`config.mk`:
```
export PLATFORM = sky130hd
export DESIGN_NAME = hash_message_padder
export DESIGN_NICKNAME = d
export VERILOG_FILES = /design/src/sv/hmp_pkg.sv /design/src/sv/hmp_ctrl.sv /design/src/sv/hmp_dp.sv /design/src/sv/hash_message_padder.sv
export SDC_FILE = /design/constraint.sdc
export NUM_CORES = 1
export LEC_CHECK = 0
export BUFFER_PORTS_ARGS = -buffer_cell sky130_fd_sc_hd__buf_2
export CAP_MARGIN = 10
export CELL_PAD_IN_SITES_DETAIL_PLACEMENT = 1
export CELL_PAD_IN_SITES_GLOBAL_PLACEMENT = 1
export CORE_MARGIN = 3
export CORE_UTILIZATION = 45
export DETAILED_ROUTE_END_ITERATION = 12
export GPL_TIMING_DRIVEN = 0
export PLACE_DENSITY = 0.81
export SYNTH_ARGS = -nofsm -noshare
export SYNTH_HDL_FRONTEND = slang
export SYNTH_SLANG_ARGS = --single-unit
```
`constraint.sdc`:
```
create_clock -name clk -period 10.5 [get_ports clk]
set_input_delay 0.525 -clock clk [delete_from_list [all_inputs] [get_ports clk]]
set_output_delay 0.525 -clock clk [all_outputs]
set_load 0.01 [all_outputs]
```
`src/sv/hmp_pkg.sv`:
```
package hmp_pkg;

    localparam int WORD_BYTES = 8;
    localparam int WORD_W     = 64;
    localparam int LEN_W      = 61;
    localparam int VCNT_W     = 4;
    localparam int OFF_W      = 7;
    localparam int IDX_W      = 5;
    localparam int PAD_W      = 8;

    localparam logic [7:0]        PAD_MARK   = 8'h80;
    localparam logic [VCNT_W-1:0] FULL_WORD  = 4'd8;
    localparam logic [OFF_W-1:0]  MASK_64    = 7'h3F;
    localparam logic [OFF_W-1:0]  MASK_128   = 7'h7F;
    localparam logic [OFF_W-1:0]  LANE_ALIGN = 7'h78;
    localparam logic [OFF_W-1:0]  WORD_STEP  = 7'd8;
    localparam logic [8:0]        BSZ_64     = 9'd64;
    localparam logic [8:0]        BSZ_128    = 9'd128;
    localparam logic [8:0]        TAIL_MIN   = 9'd9;

    // controller -> datapath
    typedef struct packed {
        logic             pass;      // load a non-last word straight to the output
        logic             start;     // capture the last word and padding plan
        logic             emit;      // load padded word word_idx to the output
        logic [IDX_W-1:0] word_idx;
    } hmp_cmd_t;

    // datapath -> controller
    typedef struct packed {
        logic [IDX_W-1:0] last_idx;  // index of the final padded word
    } hmp_sts_t;

endpackage

```
`src/sv/hmp_ctrl.sv`:
```
module hmp_ctrl (
    input  logic             clk,
    input  logic             rst_n,
    input  logic             in_valid,
    input  logic             is_last,
    output logic             in_stall,
    output logic             out_valid,
    input  logic             out_stall,
    output hmp_pkg::hmp_cmd_t cmd,
    input  hmp_pkg::hmp_sts_t sts
);
    import hmp_pkg::*;

    localparam logic ST_IDLE = 1'b0;
    localparam logic ST_PAD  = 1'b1;

    logic             state_reg, state_next;
    logic [IDX_W-1:0] idx_reg, idx_next;
    logic             out_valid_reg, out_valid_next;
    logic             out_free;
    logic             accept;

    always_comb
    begin
        out_free       = !out_valid_reg || !out_stall;
        in_stall       = (state_reg != ST_IDLE) || !out_free;
        accept         = in_valid && !in_stall;
        state_next     = state_reg;
        idx_next       = idx_reg;
        out_valid_next = out_valid_reg && out_stall;
        cmd            = '0;
        cmd.word_idx   = idx_reg;
        case (state_reg)
            ST_IDLE:
            begin
                if (accept)
                begin
                    if (is_last)
                    begin
                        cmd.start  = 1'b1;
                        idx_next   = '0;
                        state_next = ST_PAD;
                    end
                    else
                    begin
                        cmd.pass       = 1'b1;
                        out_valid_next = 1'b1;
                    end
                end
            end
            ST_PAD:
            begin
                if (out_free)
                begin
                    cmd.emit       = 1'b1;
                    out_valid_next = 1'b1;
                    if (idx_reg == sts.last_idx)
                        state_next = ST_IDLE;
                    else
                        idx_next = idx_reg + IDX_W'(1);
                end
            end
            default:
            begin
                state_next = ST_IDLE;
            end
        endcase
    end

    always_ff @(posedge clk or negedge rst_n)
    begin
        if (!rst_n)
        begin
            state_reg     <= ST_IDLE;
            idx_reg       <= '0;
            out_valid_reg <= 1'b0;
        end
        else
        begin
            state_reg     <= state_next;
            idx_reg       <= idx_next;
            out_valid_reg <= out_valid_next;
        end
    end

    assign out_valid = out_valid_reg;

endmodule

```
`src/sv/hmp_dp.sv`:
```
module hmp_dp (
    input  logic                        clk,
    input  logic                        rst_n,
    input  logic                        cfg_wr_en,
    input  logic                        cfg_wr_data,
    input  logic [hmp_pkg::WORD_W-1:0]  data_word,
    input  logic [hmp_pkg::VCNT_W-1:0]  valid_bytes,
    input  logic [hmp_pkg::LEN_W-1:0]   message_bytes,
    input  hmp_pkg::hmp_cmd_t           cmd,
    output hmp_pkg::hmp_sts_t           sts,
    output logic [hmp_pkg::WORD_W-1:0]  out_word,
    output logic                        end_of_block,
    output logic                        end_of_message,
    output logic [hmp_pkg::PAD_W-1:0]   pad_byte_count
);
    import hmp_pkg::*;

    // control state
    logic             bsel_reg;
    logic [OFF_W-1:0] boff_reg, boff_next;

    // captured last word and padding plan
    logic [WORD_W-1:0] data_reg;
    logic [VCNT_W-1:0] vcnt_reg;
    logic [WORD_W-1:0] bits_reg;
    logic [OFF_W-1:0]  off_reg;
    logic [PAD_W-1:0]  pad_reg;
    logic [IDX_W-1:0]  last_idx_reg;

    // output register
    logic [WORD_W-1:0] word_reg;
    logic              eob_reg;
    logic              eom_reg;
    logic [PAD_W-1:0]  padcnt_reg;

    logic [OFF_W-1:0]  mask;
    logic [8:0]        bsz;
    logic [OFF_W-1:0]  off_in;
    logic [VCNT_W-1:0] vcnt_in;
    logic [8:0]        dpos;
    logic [8:0]        end_pos;
    logic [8:0]        pad_full;
    logic [8:0]        span;
    logic [IDX_W-1:0]  last_idx_in;
    logic [OFF_W-1:0]  pass_sum;
    logic [OFF_W-1:0]  emit_sum;
    logic [WORD_W-1:0] emit_word;
    logic              emit_final;
    logic              k_first;
    logic              k_second;

    always_comb
    begin
        mask   = bsel_reg ? MASK_128 : MASK_64;
        bsz    = bsel_reg ? BSZ_128 : BSZ_64;
        off_in = boff_reg & mask & LANE_ALIGN;
        vcnt_in = (valid_bytes > FULL_WORD) ? FULL_WORD : valid_bytes;
        dpos    = {2'b00, off_in} + {5'b00000, vcnt_in};
        end_pos = (dpos + TAIL_MIN <= bsz) ? bsz : {bsz[7:0], 1'b0};
        pad_full = end_pos - dpos;
        span     = end_pos - {2'b00, off_in};
        last_idx_in = span[IDX_W+2:3] - IDX_W'(1);

        pass_sum = off_in + WORD_STEP;
        emit_sum = off_reg + {cmd.word_idx[3:0], 3'b000} + WORD_STEP;

        // padded word: data lanes, then the 0x80 mark, zeros, length at the end
        k_first    = (cmd.word_idx == '0);
        k_second   = (cmd.word_idx == 5'd1);
        emit_final = (cmd.word_idx == last_idx_reg);
        emit_word  = '0;
        for (int j = 0; j < WORD_BYTES; j++)
        begin
            if (k_first && (4'(j) < vcnt_reg))
                emit_word[WORD_W-1-8*j -: 8] = data_reg[WORD_W-1-8*j -: 8];
            else if ((k_first && (4'(j) == vcnt_reg)) ||
                     (k_second && (vcnt_reg == FULL_WORD) && (j == 0)))
                emit_word[WORD_W-1-8*j -: 8] = PAD_MARK;
        end
        if (emit_final)
            emit_word = bits_reg;

        if (cmd.pass)
            boff_next = pass_sum & mask;
        else if (cmd.start)
            boff_next = '0;
        else
            boff_next = boff_reg;
    end

    always_ff @(posedge clk or negedge rst_n)
    begin
        if (!rst_n)
        begin
            bsel_reg <= 1'b0;
            boff_reg <= '0;
        end
        else
        begin
            if (cfg_wr_en)
                bsel_reg <= cfg_wr_data;
            boff_reg <= boff_next;
        end
    end

    always_ff @(posedge clk)
    begin
        if (cmd.start)
        begin
            data_reg     <= data_word;
            vcnt_reg     <= vcnt_in;
            bits_reg     <= {message_bytes, 3'b000};
            off_reg      <= off_in;
            pad_reg      <= pad_full[PAD_W-1:0];
            last_idx_reg <= last_idx_in;
        end
        if (cmd.pass)
        begin
            word_reg   <= data_word;
            eob_reg    <= ((pass_sum & mask) == '0);
            eom_reg    <= 1'b0;
            padcnt_reg <= '0;
        end
        else if (cmd.emit)
        begin
            word_reg   <= emit_word;
            eob_reg    <= ((emit_sum & mask) == '0);
            eom_reg    <= emit_final;
            padcnt_reg <= emit_final ? pad_reg : '0;
        end
    end

    assign sts.last_idx    = last_idx_reg;
    assign out_word        = word_reg;
    assign end_of_block    = eob_reg;
    assign end_of_message  = eom_reg;
    assign pad_byte_count  = padcnt_reg;

endmodule

```
`src/sv/hash_message_padder.sv`:
```
// Merkle-Damgard message padder with a 64-bit bit-length field (SHA-1/SHA-2/SM3
// style with 64-byte blocks, or with 128-byte blocks, picked by cfg_wr_data
// at a cfg_wr_en pulse; the user must pulse cfg_wr_en only while idle, and the
// block does not enforce this). Words are 8 bytes, first byte in bits 63:56.
// Rate: a message streams at one transfer per clock while out_stall stays low;
// the output register is refilled in the same cycle it is taken. The last word
// is captured and then the padder's sequencer emits its 2 to 18 result words,
// one per cycle while out_stall stays low, with in_stall held high.
// pad_byte_count is nonzero only on the end_of_message word.
module hash_message_padder (
    input  logic                       clk,
    input  logic                       rst_n,
    // configuration
    input  logic                       cfg_wr_en,
    input  logic                       cfg_wr_data,
    // input channel
    input  logic                       in_valid,
    output logic                       in_stall,
    input  logic [hmp_pkg::WORD_W-1:0] data_word,
    input  logic [hmp_pkg::VCNT_W-1:0] valid_bytes,
    input  logic                       is_last,
    input  logic [hmp_pkg::LEN_W-1:0]  message_bytes,
    // output channel
    output logic                       out_valid,
    input  logic                       out_stall,
    output logic [hmp_pkg::WORD_W-1:0] out_word,
    output logic                       end_of_block,
    output logic                       end_of_message,
    output logic [hmp_pkg::PAD_W-1:0]  pad_byte_count
);
    import hmp_pkg::*;

    hmp_cmd_t cmd;
    hmp_sts_t sts;

    // sequencer: pass-through vs. padding run, output valid
    hmp_ctrl u_ctrl (
        .clk       (clk),
        .rst_n     (rst_n),
        .in_valid  (in_valid),
        .is_last   (is_last),
        .in_stall  (in_stall),
        .out_valid (out_valid),
        .out_stall (out_stall),
        .cmd       (cmd),
        .sts       (sts)
    );

    // block offset, last-word capture, padded word build, output register
    hmp_dp u_dp (
        .clk            (clk),
        .rst_n          (rst_n),
        .cfg_wr_en      (cfg_wr_en),
        .cfg_wr_data    (cfg_wr_data),
        .data_word      (data_word),
        .valid_bytes    (valid_bytes),
        .message_bytes  (message_bytes),
        .cmd            (cmd),
        .sts            (sts),
        .out_word       (out_word),
        .end_of_block   (end_of_block),
        .end_of_message (end_of_message),
        .pad_byte_count (pad_byte_count)
    );

endmodule

```
==> results.cfg, run 1 <==
[status]
status = finished clean

[sta]
finalCritPeriodShare_pct = 33.4
finalHoldViolations = 0
max-slew-margin-rel_pct = 55.7
worst_pin_slew_ns = 0.659
fin_skew_ns = 0.00903
drv_slew = 0
rsz0062_at_grt = no
setup_ws_ns = 6.99
setup_violations = 0
tns_ns = 0
fmax_ghz = 0.285
post-route-min-period_ns = 3.51

[power]
leakagePower_nw = 4.89
peakVddDrop_uv = 94.2
power.density_nw_per_um2 = 243
pwr-share-seq_pct = 45.0
p_sw_w = 0.000845
clkPwrFrac_pct = 28.9
pwr-share-comb_pct = 26.1
p_int_w = 0.00198
netSwitchingFraction_pct = 29.9

[synthesis]
synthFlopType = edfxtp_1
synth_fp_nets = 764
synth_cells = 608
netlist_area_um2 = 9400
synth_edf_count = 210
syn_area_per_cell_um2 = 15.5
yosys_register_bits = 231
async_flop_share_pct = 5.19
synth.distinct_cells = 49
yosysSeqAreaShare_pct = 72.2
ys_warn_count = 0

[worst_setup_path]
startpoint_type = register
cpPeakStageDelay_ns = 0.42
reg2reg_depth = 13
endpoint_kind = register
path_cells = ha_1, ha_1, xor2_1, nand3_1, xnor2_1, ha_1, a41o_1, ha_1, ha_1, nor3b_1, a21oi_1, o22ai_1, xor2_1
cp.required_ns = 10.83
cp.arrival_ns = 3.84
critPathSlowestCell = dfrtp_1
worstSetupPathType = register to register
cp_max_fo = 5
path_common_cell = ha_1

[clocking]
cts_resized = 0
clkLatencyLatePin_ns = 0.50
htree_levels = 1
cts_root_buf = clkbuf_16
clkTransAtPathRegs_ns = 0.06
clockBufferDepth = 3
cts.sinks = 231
cts_tree = built
cts_buffers = 25

[cells_and_area]
layoutNonFillerInstCount = 1142
finalCoreUtilization_pct = 57.2
final_cell_mix = buf_2 (219), edfxtp_1 (210), a22o_1 (52)
final_common_cell = buf_2
nNetsFinal = 1005
syn_to_final_growth_pct = 23.9
drive_gt1_share_pct = 31.9

[die]
chipHeight_um = 151
pin_count = 212
dieArea_um2 = 22700
start_util_pct = 46.2
die_w_um = 151
core_region_area_um2 = 20400
rows = 52

[route]
via_per_inst = 5.41
wl_um = 24500
drc = 0
first_pass_iters = 4
drt_iter0_markers = 337
ant_nets = 0
routedWlPerCell_um = 21.5
vias = 6175

[grt]
grt_pass1_vias = 6558
use_met2_pct = 37.0
use_met3_pct = 3.67
gr-max-usage-layer = met2
grt_max_degree = 99
overflow = 0
grt_usage_pct = 20.7
met1_usage_pct = 25.4
antenna_found_initial = 7
grt_pass1_wl_um = 36200

[placement]
dp.cells = 1091
place.gp.congestion = 0.756
pre_cts_ws_ns = 6.75
portBuffers = 211
dpl.hpwl_um = 17500

[worst_hold_path]
hold_class = input port to register
min_path_cells = 1

[run]
drv_cap = 0
[cell type report]
| cell class | instances | area [µm²] |
|---|---|---|
| Clock buffer | 39 | 739 |
| Inverter | 17 | 68.8 |
| Timing Repair Buffer | 214 | 1120 |
| Antenna cell | 6 | 15.0 |
| Sequential cell | 231 | 6790 |
| Tap cell | 270 | 338 |
| Multi-Input combinational cell | 329 | 2420 |
| Clock inverter | 5 | 22.5 |
| Buffer | 31 | 141 |
| Fill cell | 2053 | 8710 |
[power by group through the flow]
stage	clock, W	combinational, W	sequential, W
4_1_cts	0.000830	0.000750	0.00128
3_5_place_dp	0	0.000747	0.00129
6_report	0.000817	0.000739	0.00127
3_3_place_gp	0	0.000697	0.00130
5_1_grt	0.000869	0.000818	0.00129
2_1_floorplan	0	0.000393	0.00135
[layer usage]
layer	vias to the layer above	wire [µm]
met3	48	1400
met5	-	23
met2	170	12800
met1	3107	9680
li1	2846	-
met4	4	574
[path summary, 6_finish.rpt]
| check | startpoint | endpoint | slack [ns] |
|---|---|---|---|
| hold reg to reg | u_dp.pad_byte_count[1]$_SDFFE_PP0P_ | u_dp.pad_byte_count[1]$_SDFFE_PP0P_ | 0.45 |
| min in group asynchronous | rst_n | u_dp.bsel_reg$_DFFE_PN0P_ | 0.44 |
| setup / recovery | u_dp.boff_reg[3]$_DFFE_PN0P_ | u_dp.sts[4]$_DFFE_PP_ | 6.99 |
| setup reg to reg | u_dp.boff_reg[3]$_DFFE_PN0P_ | u_dp.sts[4]$_DFFE_PP_ | 6.99 |
| hold / removal | message_bytes[51] | u_dp.bits_reg[54]$_DFFE_PP_ | 0.19 |
| max in group asynchronous | rst_n | u_ctrl.state_reg$_DFF_PN0_ | 9.83 |
[synth_stat cells (9+ instances only)]
| master | count | share of area [%] |
|---|---|---|
| inv_1 | 17 | 0.68 |
| dfrtp_1 | 12 | 3.2 |
| ha_1 | 19 | 2.5 |
| a21o_1 | 49 | 3.9 |
| dfxtp_1 | 9 | 1.9 |
| a221o_1 | 9 | 0.96 |
| nand3_1 | 19 | 1.0 |
| a22o_1 | 52 | 4.8 |
| clkbuf_1 | 20 | 0.80 |
| nor2_1 | 17 | 0.68 |
| nand2_1 | 37 | 1.5 |
| edfxtp_1 | 210 | 67 |
| o21ai_0 | 11 | 0.59 |
| a21oi_1 | 16 | 0.85 |
| xnor2_1 | 16 | 1.5 |
[cell families after synthesis]
| group | count (synthesis) | synth area share [%] |
|---|---|---|
| flip-flops | 231 | 72.2 |
| AO/OA/AOI/OAI | 165 | 13.9 |
| AND/OR/NAND/NOR | 117 | 6.47 |
| buffers and inverters | 48 | 2.18 |
| XOR/XNOR | 24 | 2.24 |
| adder cells (fa/ha/maj) | 20 | 2.74 |
| multiplexers | 3 | 0.319 |
[critical path, delay by kind of cell, from the launching register on]
family,cells,cell delay (ns)
XOR/XNOR,3,0.76
adder cells (fa/ha/maj),5,1.27
AO/OA/AOI/OAI,3,0.49
flip-flops,1,0.42
AND/OR/NAND/NOR,2,0.41
[stage by stage]
| stage | hold slack (ns) | total power [W] | instance area [µm²] |
|---|---|---|---|
| global route | 0.175 | 0.00298 | 11600 |
| global placement | 0.431 | 0.00200 | 10800 |
| floorplan | 0.229 | 0.00174 | 9400 |
| CTS | 0.174 | 0.00286 | 11600 |
| detailed placement | 0.435 | 0.00204 | 10900 |
| finish | 0.195 | 0.00283 | 11600 |
[what timing repair did]
action / 4_1_cts / 5_1_grt
hold endpoints to repair: 12 / 0
setup buffers: 0 / 0
hold buffers: 1 / 0
No activity file was read; power rests on OpenSTA's default activity.
==> run 2, diff against run 1 <==
Settings changed: CORE_UTILIZATION 45 to 44, PLACE_DENSITY 0.81 to 0.79.
Clock period 10.5 ns to 3.6 ns, I/O delays scaled along.
==> run 2 against run 1 <==
Count of clock-buffer cells in the layout shrank 9. Fmax up 6.6%. Critical path depth unchanged. Combinational power increased to 3.2 times the previous value. Largest cell class unchanged. Register-to-register slack worse by 6.7 ns. Sequential power grew to 2.9 times the previous value. Global-route usage up 4.4 points. Non-clock buffer count is 133 higher. Final area increased by 12%. Hold slack worse by 0.17 ns. Die area up 2.2%.
==> results.cfg, run 2 (synthesized netlist as in run 1, its figures left out) <==
[cells_and_area]
nNetsFinal = 1138
drive_gt1_share_pct = 28.4
syn_to_final_growth_pct = 38.3
final_cell_mix = buf_2 (219), edfxtp_1 (210), dlygate4sd3_1 (131)
finalCoreUtilization_pct = 63.1
final_common_cell = buf_2
seq_area_um2 = 6790
multiInputGateArea_um2 = 2440
n_fill_cell = 2021

[clocking]
cts_buffers = 25
cts.sinks = 231
cts_tree = built
htree_levels = 1
clkLatencyLatePin_ns = 0.53
cts_root_buf = clkbuf_16
clockBufferDepth = 3
clkTransAtPathRegs_ns = 0.06

[route]
vias = 6841
first_pass_iters = 5
ant_nets = 0
via_per_inst = 5.38
wl_um = 29700
drt_iter0_markers = 398
routedWlPerCell_um = 23.3
drc = 0

[sta]
tns_ns = 0
finalHoldViolations = 0
rsz0062_at_grt = no
finalCritPeriodShare_pct = 91.4
max-slew-margin-rel_pct = 53.2
worst_pin_slew_ns = 0.701
fmax_ghz = 0.304
drv_slew = 0
post-route-min-period_ns = 3.29
setup_violations = 0
fin_skew_ns = 0.0184

[die]
dieArea_um2 = 23200
start_util_pct = 45.6
die_w_um = 152
rows = 52
core_region_area_um2 = 20600
chipHeight_um = 152
pin_count = 212

[worst_hold_path]
worstHoldStart = valid_bytes[3]
hold_class = input port to register

[grt]
grt_max_degree = 52
overflow = 0
grt_usage_pct = 25.1
grt_pass1_wl_um = 45400
antenna_found_initial = 2
grt_pass1_vias = 7704

[power]
power_w = 0.00853
leakagePower_nw = 5.44
peakVddDrop_uv = 476
power.density_nw_per_um2 = 656

[worst_setup_path]
cp.arrival_ns = 3.64
startpoint = u_dp.boff_reg[3]$_DFFE_PN0P_
critPathSlowestCell = dfrtp_1
worstSetupPathType = register to register
crit-reg2reg-launch = u_dp.boff_reg[3]$_DFFE_PN0P_
cp_max_fo = 5
timing.reg2reg.setup_slack_ns = 0.31
path_common_cell = ha_1
endpoint_kind = register
cpPeakStageDelay_ns = 0.38
cp.required_ns = 3.95
path_cells = ha_2, ha_2, xor2_2, nand3_1, xnor2_1, ha_1, a41o_1, ha_1, ha_1, nor3b_1, a21oi_1, o22ai_1, xor2_1
startpoint_type = register

[run]
drv_cap = 0

[status]
status = finished clean

[placement]
dpl.hpwl_um = 17500
place.gp.congestion = 0.757
portBuffers = 211
## run 2: cell count changes in the layout (fill, tap and decap cells not counted), sizes merged
cell,change
buf,+4
bufinv,+1
clkbuf,-10
clkinv,+9
clkinvlp,+1
diode,-5
dlygate4sd3,+130
## run 2: per-layer routing
layer	share of wire (%)	track usage, %
met4	3.4	8.69
met1	38	29.1
met2	54	46.7
met5	0.024	0
met3	5.0	4.37
## run 2: final timing paths
kind,cells past startpoint,to
setup / recovery,13,u_dp.sts[4]$_DFFE_PP_
hold / removal,2,u_dp.vcnt_reg[3]$_DFFE_PP_
setup reg to reg,13,u_dp.sts[4]$_DFFE_PP_
hold reg to reg,0,u_dp.off_reg[5]$_DFFE_PP_
max in group asynchronous,2,u_ctrl.idx_reg[0]$_DFFE_PN0P_
min in group asynchronous,2,u_ctrl.idx_reg[1]$_DFFE_PN0P_
## run 2: where the power goes
part / internal (W) / total, W / leakage [nW] / switching [W]
logic: 0.000958 / 0.00238 / 2.88 / 0.00142
registers: 0.00355 / 0.00374 / 2.19 / 0.000190
clock network: 0.00135 / 0.00241 / 0.367 / 0.00107
## run 2: cell type report
type / count / share of cell area, %
diodes: 1 / 0.0192
plain buffers: 30 / 1.06
clock buffers: 30 / 4.95
clock inverters: 16 / 0.779
inverters: 17 / 0.520
multi-input cells: 329 / 18.7
flip-flops and latches: 231 / 52.2
well taps: 270 / 2.60
repair buffers: 348 / 19.1
## run 2: repair_timing
action,4_1_cts,5_1_grt
endpoints found under the hold margin,150,0
hold buffers,131,0
setup buffers,0,1
setup endpoints to repair,0,1
gates resized for setup,0,5
## run 2: per-stage QoR
| step | instances | setup WS, ns | hold slack (ns) | cell area [µm²] |
|---|---|---|---|---|
| 2_1_floorplan | 608 | 0.280 | -0.116 | 9410 |
| 3_5_place_dp | 1094 | 0.0897 | 0.0928 | 10900 |
| 5_1_grt | 1272 | 0.0444 | 0.0351 | 13000 |
| 3_3_place_gp | 1089 | -0.862 | 0.0881 | 10800 |
| 4_1_cts | 1271 | 0.0659 | 0.00117 | 13000 |
| 6_report | 1272 | 0.309 | 0.0267 | 13000 |
## run 2: critical path, delay by kind of cell (launching register included)
kind                     cells  cell delay, ns
flip-flops                   1            0.38
AO/OA/AOI/OAI                3            0.47
XOR/XNOR                     3            0.66
adder cells (fa/ha/maj)      5            1.23
AND/OR/NAND/NOR              2            0.37
==> run 3, diff against run 2 <==
Settings changed: PLACE_DENSITY 0.79 to 0.91.
==> run 3 against run 2 <==
Cell count is 0.31% lower. Hold slack worse by 0.0084 ns. Routed wire length is 5.7% higher. Total power is 3.1% higher. Setup slack worse by 0.028 ns. Final area is 0.22% higher. Die area stayed put. Critical path depth stayed put. Via count is 2.9% higher.
==> results.cfg, run 3 (synthesized netlist as in run 1, its figures left out) <==
[die]
chipHeight_um = 152
rows = 52
pin_count = 212
start_util_pct = 45.6
die_w_um = 152
dieArea_um2 = 23200
core_region_area_um2 = 20600

[worst_setup_path]
cp.required_ns = 3.84
crit-reg2reg-launch = u_dp.boff_reg[3]$_DFFE_PN0P_
startpoint_type = register
cp_max_fo = 5
path_cells = ha_1, ha_4, xor2_2, nand3_1, xnor2_1, ha_1, a41o_1, ha_1, ha_1, nor3b_1, a21oi_1, o22ai_1, xor2_1
r2r_end = u_dp.sts[4]$_DFFE_PP_
cp.arrival_ns = 3.56
critPathSlowestCell = dfrtp_1
reg2reg_depth = 13
worstSetupPathType = register to register
cpPeakStageDelay_ns = 0.43
path_common_cell = ha_1
timing.reg2reg.setup_slack_ns = 0.28
endpoint_kind = register

[sta]
rsz0062_at_grt = no
worst_pin_slew_ns = 0.800
fin_skew_ns = 0.0154
setup_violations = 0
drv_slew = 0
finalHoldViolations = 0
fmax_ghz = 0.301
post-route-min-period_ns = 3.32
setup_ws_ns = 0.281
max-slew-margin-rel_pct = 46.6
finalCritPeriodShare_pct = 92.2

[clocking]
clockBufferDepth = 3
clkLatencyLatePin_ns = 0.51
cts_buffers = 25
cts_root_buf = clkbuf_16
cts_tree = built
cts.sinks = 231
clkTransAtPathRegs_ns = 0.07
postCtsSetupBuffers = 0
htree_levels = 1

[grt]
grt_max_degree = 65
grt_usage_pct = 26.4
grt_pass1_wl_um = 47500
overflow = 0
antenna_found_initial = 0
grt_pass1_vias = 7678

[cells_and_area]
syn_to_final_growth_pct = 38.6
final_cell_mix = buf_2 (219), edfxtp_1 (210), dlygate4sd3_1 (130)
drive_gt1_share_pct = 28.5
nNetsFinal = 1135
n_fill_cell = 1996
antenna_cells = 0
final_common_cell = buf_2

[route]
drc = 0
first_pass_iters = 5
routedWlPerCell_um = 24.8
via_per_inst = 5.55
ant_nets = 0
wl_um = 31400
drt_iter0_markers = 469
vias = 7038

[power]
power.density_nw_per_um2 = 675
leakagePower_nw = 5.45
power_w = 0.00879
peakVddDrop_uv = 424

[placement]
place.gp.congestion = 0.797
dpl.hpwl_um = 18500
portBuffers = 211
pre_cts_ws_ns = 0.0826

[run]
drv_cap = 0

[status]
status = finished clean

[worst_hold_path]
min_to = u_dp.vcnt_reg[3]$_DFFE_PP_
hold_class = input port to register
worstHoldStart = valid_bytes[3]
min_path_cells = 2
==> run 3: final cells by class <==
cell class / count / area [µm²] / share of cell area (%)
Sequential cell: 231 / 6790 / 52.1
Tap cell: 270 / 338 / 2.59
Clock buffer: 41 / 767 / 5.88
Multi-Input combinational cell: 329 / 2440 / 18.7
Buffer: 30 / 138 / 1.06
Clock inverter: 5 / 52.6 / 0.403
Timing Repair Buffer: 345 / 2440 / 18.8
Inverter: 17 / 67.6 / 0.518
==> run 3: timing repair <==
| item | 4_1_cts | 5_1_grt |
|---|---|---|
| endpoints found under the hold margin | 145 | 0 |
| hold buffers | 130 | 0 |
| setup endpoints to repair | 0 | 1 |
| gates resized for setup | 0 | 4 |
==> run 3: how the worst max path moves through the flow <==
stage	start	to	slack [ns]	depth (start not counted)
6_report	u_dp.boff_reg[3]$_DFFE_PN0P_	u_dp.sts[4]$_DFFE_PP_	0.28	13
5_1_grt	u_dp.boff_reg[5]$_DFFE_PN0P_	u_dp.sts[4]$_DFFE_PP_	0.03	14
4_1_cts	u_dp.boff_reg[3]$_DFFE_PN0P_	u_dp.sts[4]$_DFFE_PP_	0.04	13
3_5_place_dp	u_dp.boff_reg[3]$_DFFE_PN0P_	u_dp.sts[4]$_DFFE_PP_	0.08	13
3_3_place_gp	u_ctrl.out_valid$_DFF_PN0_	u_dp.data_reg[53]$_DFFE_PP_	-0.84	3
2_1_floorplan	u_ctrl.out_valid$_DFF_PN0_	u_ctrl.idx_reg[1]$_DFFE_PN0P_	0.28	4
==> run 3: routing by layer <==
metal | part of all wire [%] | track usage, % | vias to the layer above | routed length (µm)
met2 | 55 | 49.6 | 295 | 17100
met1 | 38 | 31.1 | 3591 | 11800
li1 | - | - | 3095 | -
met3 | 5.1 | 4.20 | 57 | 1610
met5 | 0 | 0 | - | 0
met4 | 2.7 | 7.71 | 0 | 836
==> run 3: critical path: cells and delay by family (launching register included) <==
kind | cells | cell delay (ns)
AOI/OAI and AO/OA | 3 | 0.48
xor gates and xnor gates | 3 | 0.54
adders and majority gates | 5 | 1.23
DFF | 1 | 0.43
and+or+nand+nor | 2 | 0.38
==> run 3: where the power goes <==
| part | total (W) | leakage (nW) | switching [W] | internal, W |
|---|---|---|---|---|
| Clock | 0.00261 | 0.402 | 0.00108 | 0.00153 |
| Combinational | 0.00242 | 2.86 | 0.00146 | 0.000962 |
| Sequential | 0.00376 | 2.19 | 0.000208 | 0.00355 |
==> run 3: per-stage QoR <==
step / hold WS (ns) / std cells / TNS, ns / area (µm²) / util, %
2_1_floorplan: -0.116 / 608 / 0 / 9410 / -
3_3_place_gp: 0.0919 / 1089 / -139.85 / 10800 / 52.4
3_5_place_dp: 0.0954 / 1093 / 0 / 10900 / 52.8
4_1_cts: 0.0319 / 1269 / 0 / 13000 / 63.1
5_1_grt: 0.0260 / 1268 / 0 / 13000 / 63.2
6_report: 0.0182 / 1268 / 0 / 13000 / 63.2
